File: config.mk
export PLATFORM = sky130hd
export DESIGN_NAME = fan_level_tach_monitor
export DESIGN_NICKNAME = d
export VERILOG_FILES = /design/src/design/fltm_pkg.sv /design/src/design/fltm_csr.sv /design/src/design/fan_level_tach_monitor.sv
export SDC_FILE = /design/constraint.sdc
export NUM_CORES = 1
export LEC_CHECK = 0
export ABC_AREA = 1
export ABC_CLOCK_PERIOD_IN_PS = 21200
export BUFFER_PORTS_ARGS = -buffer_cell sky130_fd_sc_hd__buf_2
export CAP_MARGIN = 20
export CORE_ASPECT_RATIO = 1.5
export CORE_MARGIN = 5
export CORE_UTILIZATION = 65
export DETAILED_ROUTE_END_ITERATION = 7
export PLACE_DENSITY = 0.86
export SYNTH_ARGS = -nofsm -noshare
export SYNTH_HDL_FRONTEND = slang
export SYNTH_SLANG_ARGS = --single-unit
File: constraint.sdc
create_clock -name clock -period 21.2 [get_ports clock]
set_clock_uncertainty 0.2 [all_clocks]
set_input_delay 2.12 -clock clock [delete_from_list [all_inputs] [get_ports clock]]
set_output_delay 2.12 -clock clock [all_outputs]
set_load 0.03 [all_outputs]
File: src/design/fltm_pkg.sv
package fltm_pkg;

   localparam int FLTM_COUNT_BITS = 16;

   localparam int REQ_TDATA_W = 8;
   localparam int REQ_TUSER_W = 3;
   localparam int RSP_TDATA_W = 48;
   localparam int CSR_ADDR_W  = 4;
   localparam int CSR_DATA_W  = 32;

   localparam int SPEED_W = 22;
   localparam logic [SPEED_W-1:0] SPEED_MAX = 22'h3F_FFFF;

   localparam logic [7:0]  MAX_LEVEL    = 8'd5;
   localparam logic [7:0]  MAX_PERCENT  = 8'd100;
   localparam logic [15:0] PERCENT_STEP = 16'd400;

   localparam logic [15:0] DUTY_STEP    = 16'd8000;
   localparam logic [15:0] DUTY_LEVEL4  = 16'd30000;
   localparam logic [15:0] DUTY_LEVEL5  = 16'd36000;

   localparam logic [15:0] OFFSET_LEVEL3 = 16'd13000;
   localparam logic [15:0] OFFSET_LEVEL4 = 16'd15400;
   localparam logic [15:0] OFFSET_LEVEL5 = 16'd17500;

   localparam logic [15:0] WINDOW_RESET  = 16'd500;
   localparam logic [7:0]  RETRY_RESET   = 8'd10;
   localparam logic [15:0] MIN_RPM_RESET = 16'd4000;
   localparam logic [15:0] STALL_RESET   = 16'd1000;

   typedef enum logic [2:0] {
      MODE_SET_LEVEL = 3'd0,
      MODE_TACH      = 3'd1,
      MODE_TICK      = 3'd2,
      MODE_START     = 3'd3,
      MODE_PERCENT   = 3'd4
   } mode_type;

   typedef enum logic [1:0] {
      REG_WINDOW  = 2'd0,
      REG_RETRY   = 2'd1,
      REG_MIN_RPM = 2'd2,
      REG_STALL   = 2'd3
   } reg_index_type;

   typedef struct packed {
      logic [15:0] window_ticks;
      logic [7:0]  retry_limit;
      logic [15:0] min_rpm_adjust;
      logic [15:0] stall_rpm_per_level;
   } cfg_type;

   function automatic logic [15:0] level_duty(input logic [2:0] lvl);
      logic [15:0] duty;
      case (lvl)
         3'd4:    duty = DUTY_LEVEL4;
         3'd5:    duty = DUTY_LEVEL5;
         default: duty = 16'({13'b0, lvl} * DUTY_STEP);
      endcase
      return duty;
   endfunction

endpackage

File: src/design/fltm_csr.sv
module fltm_csr import fltm_pkg::*; (
   input  logic                  clock,
   input  logic                  reset,
   input  logic                  csr_psel,
   input  logic                  csr_penable,
   input  logic                  csr_pwrite,
   input  logic [CSR_ADDR_W-1:0] csr_paddr,
   input  logic [CSR_DATA_W-1:0] csr_pwdata,
   output logic [CSR_DATA_W-1:0] csr_prdata,
   output logic                  csr_pready,
   output cfg_type               cfg
);

   cfg_type       cfg_ff;
   logic          wr_en;
   reg_index_type sel;

   assign csr_pready = 1'b1;
   assign wr_en      = csr_psel && csr_penable && csr_pwrite && csr_pready;
   assign sel        = reg_index_type'(csr_paddr[3:2]);
   assign cfg        = cfg_ff;

   always_ff @(posedge clock) begin
      if (reset) begin
         cfg_ff.window_ticks        <= WINDOW_RESET;
         cfg_ff.retry_limit         <= RETRY_RESET;
         cfg_ff.min_rpm_adjust      <= MIN_RPM_RESET;
         cfg_ff.stall_rpm_per_level <= STALL_RESET;
      end else if (wr_en) begin
         case (sel)
            REG_WINDOW:  cfg_ff.window_ticks        <= csr_pwdata[15:0];
            REG_RETRY:   cfg_ff.retry_limit         <= csr_pwdata[7:0];
            REG_MIN_RPM: cfg_ff.min_rpm_adjust      <= csr_pwdata[15:0];
            REG_STALL:   cfg_ff.stall_rpm_per_level <= csr_pwdata[15:0];
            default:     ;
         endcase
      end
   end

   always_comb begin
      case (sel)
         REG_WINDOW:  csr_prdata = {16'b0, cfg_ff.window_ticks};
         REG_RETRY:   csr_prdata = {24'b0, cfg_ff.retry_limit};
         REG_MIN_RPM: csr_prdata = {16'b0, cfg_ff.min_rpm_adjust};
         REG_STALL:   csr_prdata = {16'b0, cfg_ff.stall_rpm_per_level};
         default:     csr_prdata = '0;
      endcase
   end

endmodule

File: src/design/fan_level_tach_monitor.sv
// Channel   Dir  Fields (low bit first)
// req_*     in   tuser: mode[2:0]; tdata: value[7:0]
// rsp_*     out  tdata: duty_ns[15:0] pwm_on[16] current_level[19:17]
//                speed_rpm[41:20] rpm_done[42] reset_request[43] bad_value[44]
// csr_*     in   APB write/read, registers at 0x0, 0x4, 0x8, 0xC
//
// One request per clock while rsp_tready keeps up: a request waits in the input
// register, and the fan state and the result register update together when the
// result slot is free or being drained. rsp_tvalid rises once the request moves
// on from the input register. Synchronous active-high reset clears fan state and
// loads register defaults. A stalled rsp side holds its data; req_tready drops
// only once both stages are full and rsp_tready is low.
module fan_level_tach_monitor import fltm_pkg::*; #(
   parameter int COUNT_BITS = FLTM_COUNT_BITS
) (
   input  logic                   clock,
   input  logic                   reset,
   input  logic                   req_tvalid,
   output logic                   req_tready,
   input  logic [REQ_TDATA_W-1:0] req_tdata,   // value[7:0]
   input  logic [REQ_TUSER_W-1:0] req_tuser,   // mode[2:0]
   output logic                   rsp_tvalid,
   input  logic                   rsp_tready,
   output logic [RSP_TDATA_W-1:0] rsp_tdata,   // duty, pwm_on, level, speed, done, req, bad
   input  logic                   csr_psel,
   input  logic                   csr_penable,
   input  logic                   csr_pwrite,
   input  logic [CSR_ADDR_W-1:0]  csr_paddr,
   input  logic [CSR_DATA_W-1:0]  csr_pwdata,
   output logic [CSR_DATA_W-1:0]  csr_prdata,
   output logic                   csr_pready
);

   localparam int SW = (COUNT_BITS + 7 > SPEED_W) ? COUNT_BITS + 7 : SPEED_W;

   cfg_type cfg;

   fltm_csr u_csr (
      .clock       (clock),
      .reset       (reset),
      .csr_psel    (csr_psel),
      .csr_penable (csr_penable),
      .csr_pwrite  (csr_pwrite),
      .csr_paddr   (csr_paddr),
      .csr_pwdata  (csr_pwdata),
      .csr_prdata  (csr_prdata),
      .csr_pready  (csr_pready),
      .cfg         (cfg)
   );

   logic                   in_valid_ff;
   logic [2:0]             mode_ff;
   logic [7:0]             value_ff;
   logic                   out_valid_ff;
   logic [RSP_TDATA_W-1:0] out_data_ff;
   logic                   advance;

   logic [2:0]            level_ff,  level_in;
   logic [15:0]           duty_ff,   duty_in;
   logic                  meas_ff,   meas_in;
   logic [COUNT_BITS-1:0] pulse_ff,  pulse_in;
   logic [15:0]           left_ff,   left_in;
   logic [7:0]            retry_ff,  retry_in;

   logic [SPEED_W-1:0] speed;
   logic               done;
   logic               rreq;
   logic               bad;

   logic [SW-1:0]      cnt_ext, raw_rpm, adj_rpm, best_rpm;
   logic [15:0]        offset;
   logic               adj_use;
   logic [SPEED_W-1:0] fin_speed;
   logic [18:0]        stall_lim;
   logic               stalled;
   logic [15:0]        left_dec;

   assign advance    = in_valid_ff && (!out_valid_ff || rsp_tready);
   assign req_tready = !in_valid_ff || advance;
   assign rsp_tvalid = out_valid_ff;
   assign rsp_tdata  = out_data_ff;

   always_ff @(posedge clock) begin
      if (reset) begin
         in_valid_ff <= 1'b0;
      end else if (req_tready) begin
         in_valid_ff <= req_tvalid;
      end
   end

   always_ff @(posedge clock) begin
      if (req_tvalid && req_tready) begin
         mode_ff  <= req_tuser;
         value_ff <= req_tdata;
      end
   end

   // speed at window end: count * 40 as shift-add, level offset, clamp
   always_comb begin
      cnt_ext = SW'(pulse_ff);
      raw_rpm = (cnt_ext << 5) + (cnt_ext << 3);
      case (level_ff)
         3'd3:    offset = OFFSET_LEVEL3;
         3'd4:    offset = OFFSET_LEVEL4;
         3'd5:    offset = OFFSET_LEVEL5;
         default: offset = 16'd0;
      endcase
      adj_rpm  = SW'(offset) + cnt_ext;
      adj_use  = (offset != 16'd0) && (raw_rpm > SW'(cfg.min_rpm_adjust)) &&
                 (adj_rpm > raw_rpm);
      best_rpm = adj_use ? adj_rpm : raw_rpm;
      fin_speed = (best_rpm > SW'(SPEED_MAX)) ? SPEED_MAX : best_rpm[SPEED_W-1:0];
   end

   assign stall_lim = {16'b0, level_ff} * {3'b0, cfg.stall_rpm_per_level};
   assign stalled   = (level_ff != 3'd0) && !(fin_speed > {3'b0, stall_lim});
   assign left_dec  = (left_ff != 16'd0) ? left_ff - 16'd1 : 16'd0;

   always_comb begin
      level_in = level_ff;
      duty_in  = duty_ff;
      meas_in  = meas_ff;
      pulse_in = pulse_ff;
      left_in  = left_ff;
      retry_in = retry_ff;
      speed    = '0;
      done     = 1'b0;
      rreq     = 1'b0;
      bad      = 1'b0;
      case (mode_type'(mode_ff))
         MODE_SET_LEVEL: begin
            if (value_ff > MAX_LEVEL) begin
               bad = 1'b1;
            end else if (value_ff[2:0] != level_ff) begin
               level_in = value_ff[2:0];
               duty_in  = level_duty(value_ff[2:0]);
            end
         end
         MODE_TACH: begin
            if (meas_ff && (pulse_ff != '1)) begin
               pulse_in = pulse_ff + COUNT_BITS'(1);
            end
         end
         MODE_TICK: begin
            if (meas_ff) begin
               left_in = left_dec;
               if (left_dec == 16'd0) begin
                  meas_in = 1'b0;
                  speed   = fin_speed;
                  done    = 1'b1;
                  if (!stalled) begin
                     retry_in = 8'd0;
                  end else if (retry_ff <= cfg.retry_limit) begin
                     rreq    = 1'b1;
                     duty_in = level_duty(level_ff);
                     if (retry_ff != 8'hFF) begin
                        retry_in = retry_ff + 8'd1;
                     end
                  end
               end
            end
         end
         MODE_START: begin
            if (level_ff == 3'd0) begin
               meas_in = 1'b0;
               left_in = 16'd0;
               done    = 1'b1;
            end else begin
               meas_in  = 1'b1;
               pulse_in = '0;
               left_in  = (cfg.window_ticks == 16'd0) ? 16'd1 : cfg.window_ticks;
            end
         end
         MODE_PERCENT: begin
            if (value_ff > MAX_PERCENT) begin
               bad = 1'b1;
            end else begin
               duty_in = {8'b0, value_ff} * PERCENT_STEP;
            end
         end
         default: ;
      endcase
   end

   always_ff @(posedge clock) begin
      if (reset) begin
         level_ff <= '0;
         duty_ff  <= '0;
         meas_ff  <= 1'b0;
         pulse_ff <= '0;
         left_ff  <= '0;
         retry_ff <= '0;
      end else if (advance) begin
         level_ff <= level_in;
         duty_ff  <= duty_in;
         meas_ff  <= meas_in;
         pulse_ff <= pulse_in;
         left_ff  <= left_in;
         retry_ff <= retry_in;
      end
   end

   always_ff @(posedge clock) begin
      if (reset) begin
         out_valid_ff <= 1'b0;
      end else if (advance) begin
         out_valid_ff <= 1'b1;
      end else if (rsp_tready) begin
         out_valid_ff <= 1'b0;
      end
   end

   always_ff @(posedge clock) begin
      if (advance) begin
         out_data_ff <= {3'b0, bad, rreq, done, speed, level_in,
                         (duty_in != 16'd0), duty_in};
      end
   end

endmodule

==> reports/results.tsv <==
stage	metric	value	unit
final_layout	proportion of layout cells with a drive suffix above 1	8.17	%
clocking	clk_lat worst skew	0.46	ns
final_layout	number of diodes	0	
drt	final WL	39300	microns
drt	Routed Antenna Nets	0	
setup_path	critical path's largest stage delay	1.02	ns
sta	Final min period	9.21	ns
final_layout	Final #Nets	2291	
power_and_ir_drop	Max VDD drop	0.0579	mV
yosys	Cell variety after synth	57	
final_layout	post-route insts no fill	2340	
sta	setup TNS	0	ns
yosys	yosys warns	0	
yosys	main area contributors after synthesis	dfxtp_1 17%, ha_1 14%, edfxtp_1 12%, nand2_1 12%, inv_1 8.4%	
clocking	hold buffer count at cts	0	
setup_path	critical path's slowest cell	dfxtp_1	
floorplan	Initial Utilization	65.6	%
drt	vias per inst	5.91	
placement	Routability Congestion	1.03	
final_layout	fill count	1770	
clocking	maximum clock path buffer count	2	
floorplan	core area	21600	sq um
setup_path	Crit. End Element	flip-flop	
setup_path	CP arrival	9.21	ns
drt	# DRC	0	
setup_path	Worst setup SP type	flip-flop	
setup_path	worst-path maximum fanout	24	
yosys	sequential area share after synthesis	28.6	%
yosys	post-synth top area share	16.7	%
global_routing	vias in the first global route	13200	
drt	routed via count	13800	
power_and_ir_drop	Final Power	0.881	mW
clocking	postcts setup bufs	0	
placement	I/O Buffers	98	
clocking	CTS clock-pin slew for the worst setup and hold paths	0.08	ns
global_routing	pin count of the biggest net entering global routing	90	
setup_path	cell mode on critical path	nand2_1	
yosys	Cell Area, Synth	14100	sq um
global_routing	first-pass GRT wire length	62900	microns
min_path	Hold Startpoint	duty_ff[0]$_SDFFE_PP0P_	
clocking	Root Driver	clkbuf_16	
clocking	Resized Gates After CTS	0	
sta	Hold Slack	0.279	ns
clocking	CTS buffer count	17	
global_routing	initial antenna violation count	0	
setup_path	Crit. Startpoint	level_ff[0]$_SDFFE_PP0P_	
run_status	outcome	finished, final reports clean	
run	Max-Cap Viols	0	
clocking	CTS H-tree lvls	4	
setup_path	Critical Path RT	21.20	ns
drt	Routed WL per cell	16.8	microns
drt	DR pass1 iterations	5	
clocking	TritonCTS clock tree	done	
global_routing	All-Layer GR Usage	31.6	%
sta	Final Setup Violations	0	
min_path	Min-Delay Path Class	reg -> reg	
global_routing	grt total ovfl	0	
sta	Fin. Hold Viols	0	
final_layout	Final Util	71.1	%
yosys	Syn Area/Cell	7.14	sq um
yosys	Synth Register Bits	174	
setup_path	Crit Path Class	reg -> reg	
final_layout	area grow syn2layout	8.41	%
power_and_ir_drop	leakage power	7.62	nW
sta	max_slew headroom	29.4	%
sta	crit share post-route	43.4	%
sta	max frequency	0.109	GHz
floorplan	Die H	191	microns
yosys	leading area contributor after synthesis	dfxtp_1	
sta	RSZ-0062 raised after global routing	false	
drt	initial drt markers	1121	
yosys	cell count after synthesis	1979	
sta	Tightest Pin Transition	1.06	ns
power_and_ir_drop	cell area power density	57.5	nW/um^2
placement	Post-Place Cells	2308	
floorplan	Site Rows	66	
setup_path	reg2reg start	level_ff[0]$_SDFFE_PP0P_	
floorplan	Die Area	24900	sq um
clocking	clock sink total	174	
floorplan	I/O Pins	137	
sta	Slew Limit Fails	0	
placement	DP HPWL	30700	microns
floorplan	Die W	130	microns
## flip-flops by register name, summed over array words and instances (netlist names)
register     flops
u_csr.cfg       56
rsp_tdata       45
duty_ff         16
left_ff         16
pulse_ff        16
retry_ff         8
value_ff         8
level_ff         3
mode_ff          3
in_valid_ff      1
meas_ff          1
rsp_tvalid       1
## path summary, 6_finish.rpt
kind,slack [ns],cells past startpoint,to
hold / removal,0.28,2,duty_ff[0]$_SDFFE_PP0P_
setup reg to reg,11.99,49,rsp_tdata[16]$_DFFE_PP_
setup / recovery,11.99,49,rsp_tdata[16]$_DFFE_PP_
hold reg to reg,0.28,2,duty_ff[0]$_SDFFE_PP0P_
## synth_stat cells (all sizes together)
master / number
a21oi: 146
ha: 154
nor3: 21
o21bai: 5
nand3: 90
xor2: 35
nand4: 44
o31ai: 1
and2: 1
nor4: 9
o211ai: 20
dfxtp: 118
o2111ai: 8
o41a: 1
or3: 1
o221ai: 11
o32ai: 2
fa: 28
o41ai: 2
nor3b: 1
xnor2: 16
a211oi: 11
inv: 320
nand3b: 4
nand2: 451
nor2: 175
clkbuf: 37
a31oi: 22
o22ai: 2
a221oi: 4
a21boi: 2
o21ai: 131
edfxtp: 56
buf: 29
conb: 2
o21a: 4
or2: 5
clkinv: 4
and3: 1
a21o: 3
a31o: 2
## report_power, final
group / total (mW) / leakage [nW] / internal [mW] / switching, mW
registers: 0.367 / 1.49 / 0.355 / 0.0121
clock network: 0.316 / 0.268 / 0.173 / 0.143
logic: 0.198 / 5.86 / 0.0634 / 0.134
total: 0.881 / 7.62 / 0.592 / 0.289
## critical path, delay by kind of cell (launching register included)
| kind | cells | cell delay [ns] |
|---|---|---|
| and+or+nand+nor | 34 | 3.95 |
| buffers and inverters | 4 | 0.62 |
| AOI/OAI and AO/OA | 6 | 1.61 |
| xor gates and xnor gates | 1 | 0.29 |
| DFF | 1 | 1.02 |
| adders and majority gates | 4 | 1.21 |
## logic make-up after synthesis
logic type | after synthesis | synth area share, %
adders and majority gates | 182 | 17.6
and+or+nand+nor | 803 | 24.2
xor gates and xnor gates | 51 | 3.16
other | 2 | 0.0531
AOI/OAI and AO/OA | 377 | 15.4
buffers and inverters | 390 | 11.0
DFF | 174 | 28.6
## final cells by class
cell class / instances / area (sq um) / share of cell area [%]
Inverter: 324 / 1220 / 7.94
Clock inverter: 14 / 143 / 0.931
Multi-Input combinational cell: 1433 / 8610 / 56.2
Tap cell: 272 / 340 / 2.22
Timing Repair Buffer: 105 / 543 / 3.54
Sequential cell: 174 / 4040 / 26.4
Clock buffer: 18 / 429 / 2.80
## through the flow
step | worst slack (ns) | area [sq um]
floorplan | 14.56 | 14200
global placement | 12.40 | 14800
detailed placement | 12.28 | 14800
CTS | 12.22 | 15300
global route | 11.32 | 15300
finish | 11.99 | 15300
## per-layer routing
metal  global-route usage, %  wire length (microns)
met1                    35.4                  14700
met2                    55.4                  19800
met3                    4.82                   2330
met4                    19.2                   2440
met5                       0                      0
## cells in the final DEF (no fill, tap or decap), types with 5 or more instances in the layout
| cell | synthesis | layout |
|---|---|---|
| conb_1 | 2 | 20 |
| o21bai_1 | 5 | 5 |
| xnor2_1 | 16 | 16 |
| fa_1 | 28 | 28 |
| xor2_1 | 35 | 35 |
| nand2_1 | 445 | 445 |
| a31oi_1 | 22 | 22 |
| buf_4 | 20 | 7 |
| nor3_1 | 20 | 20 |
| dfxtp_1 | 118 | 118 |
| or2_2 | 5 | 5 |
| o2111ai_1 | 8 | 8 |
| o221ai_1 | 11 | 11 |
| nor2_1 | 167 | 167 |
| o21ai_0 | 127 | 127 |
| ha_1 | 154 | 154 |
| nand4_1 | 43 | 43 |
| nor4_1 | 9 | 9 |
| edfxtp_1 | 56 | 56 |
| nand3_1 | 86 | 86 |
| buf_2 | 3 | 98 |
| inv_1 | 318 | 318 |
| nor2_2 | 6 | 6 |
| clkbuf_16 | 0 | 17 |
| a211oi_1 | 11 | 11 |
| a21oi_1 | 144 | 144 |
| o211ai_1 | 20 | 20 |
Power figures use the tool's default switching activity.
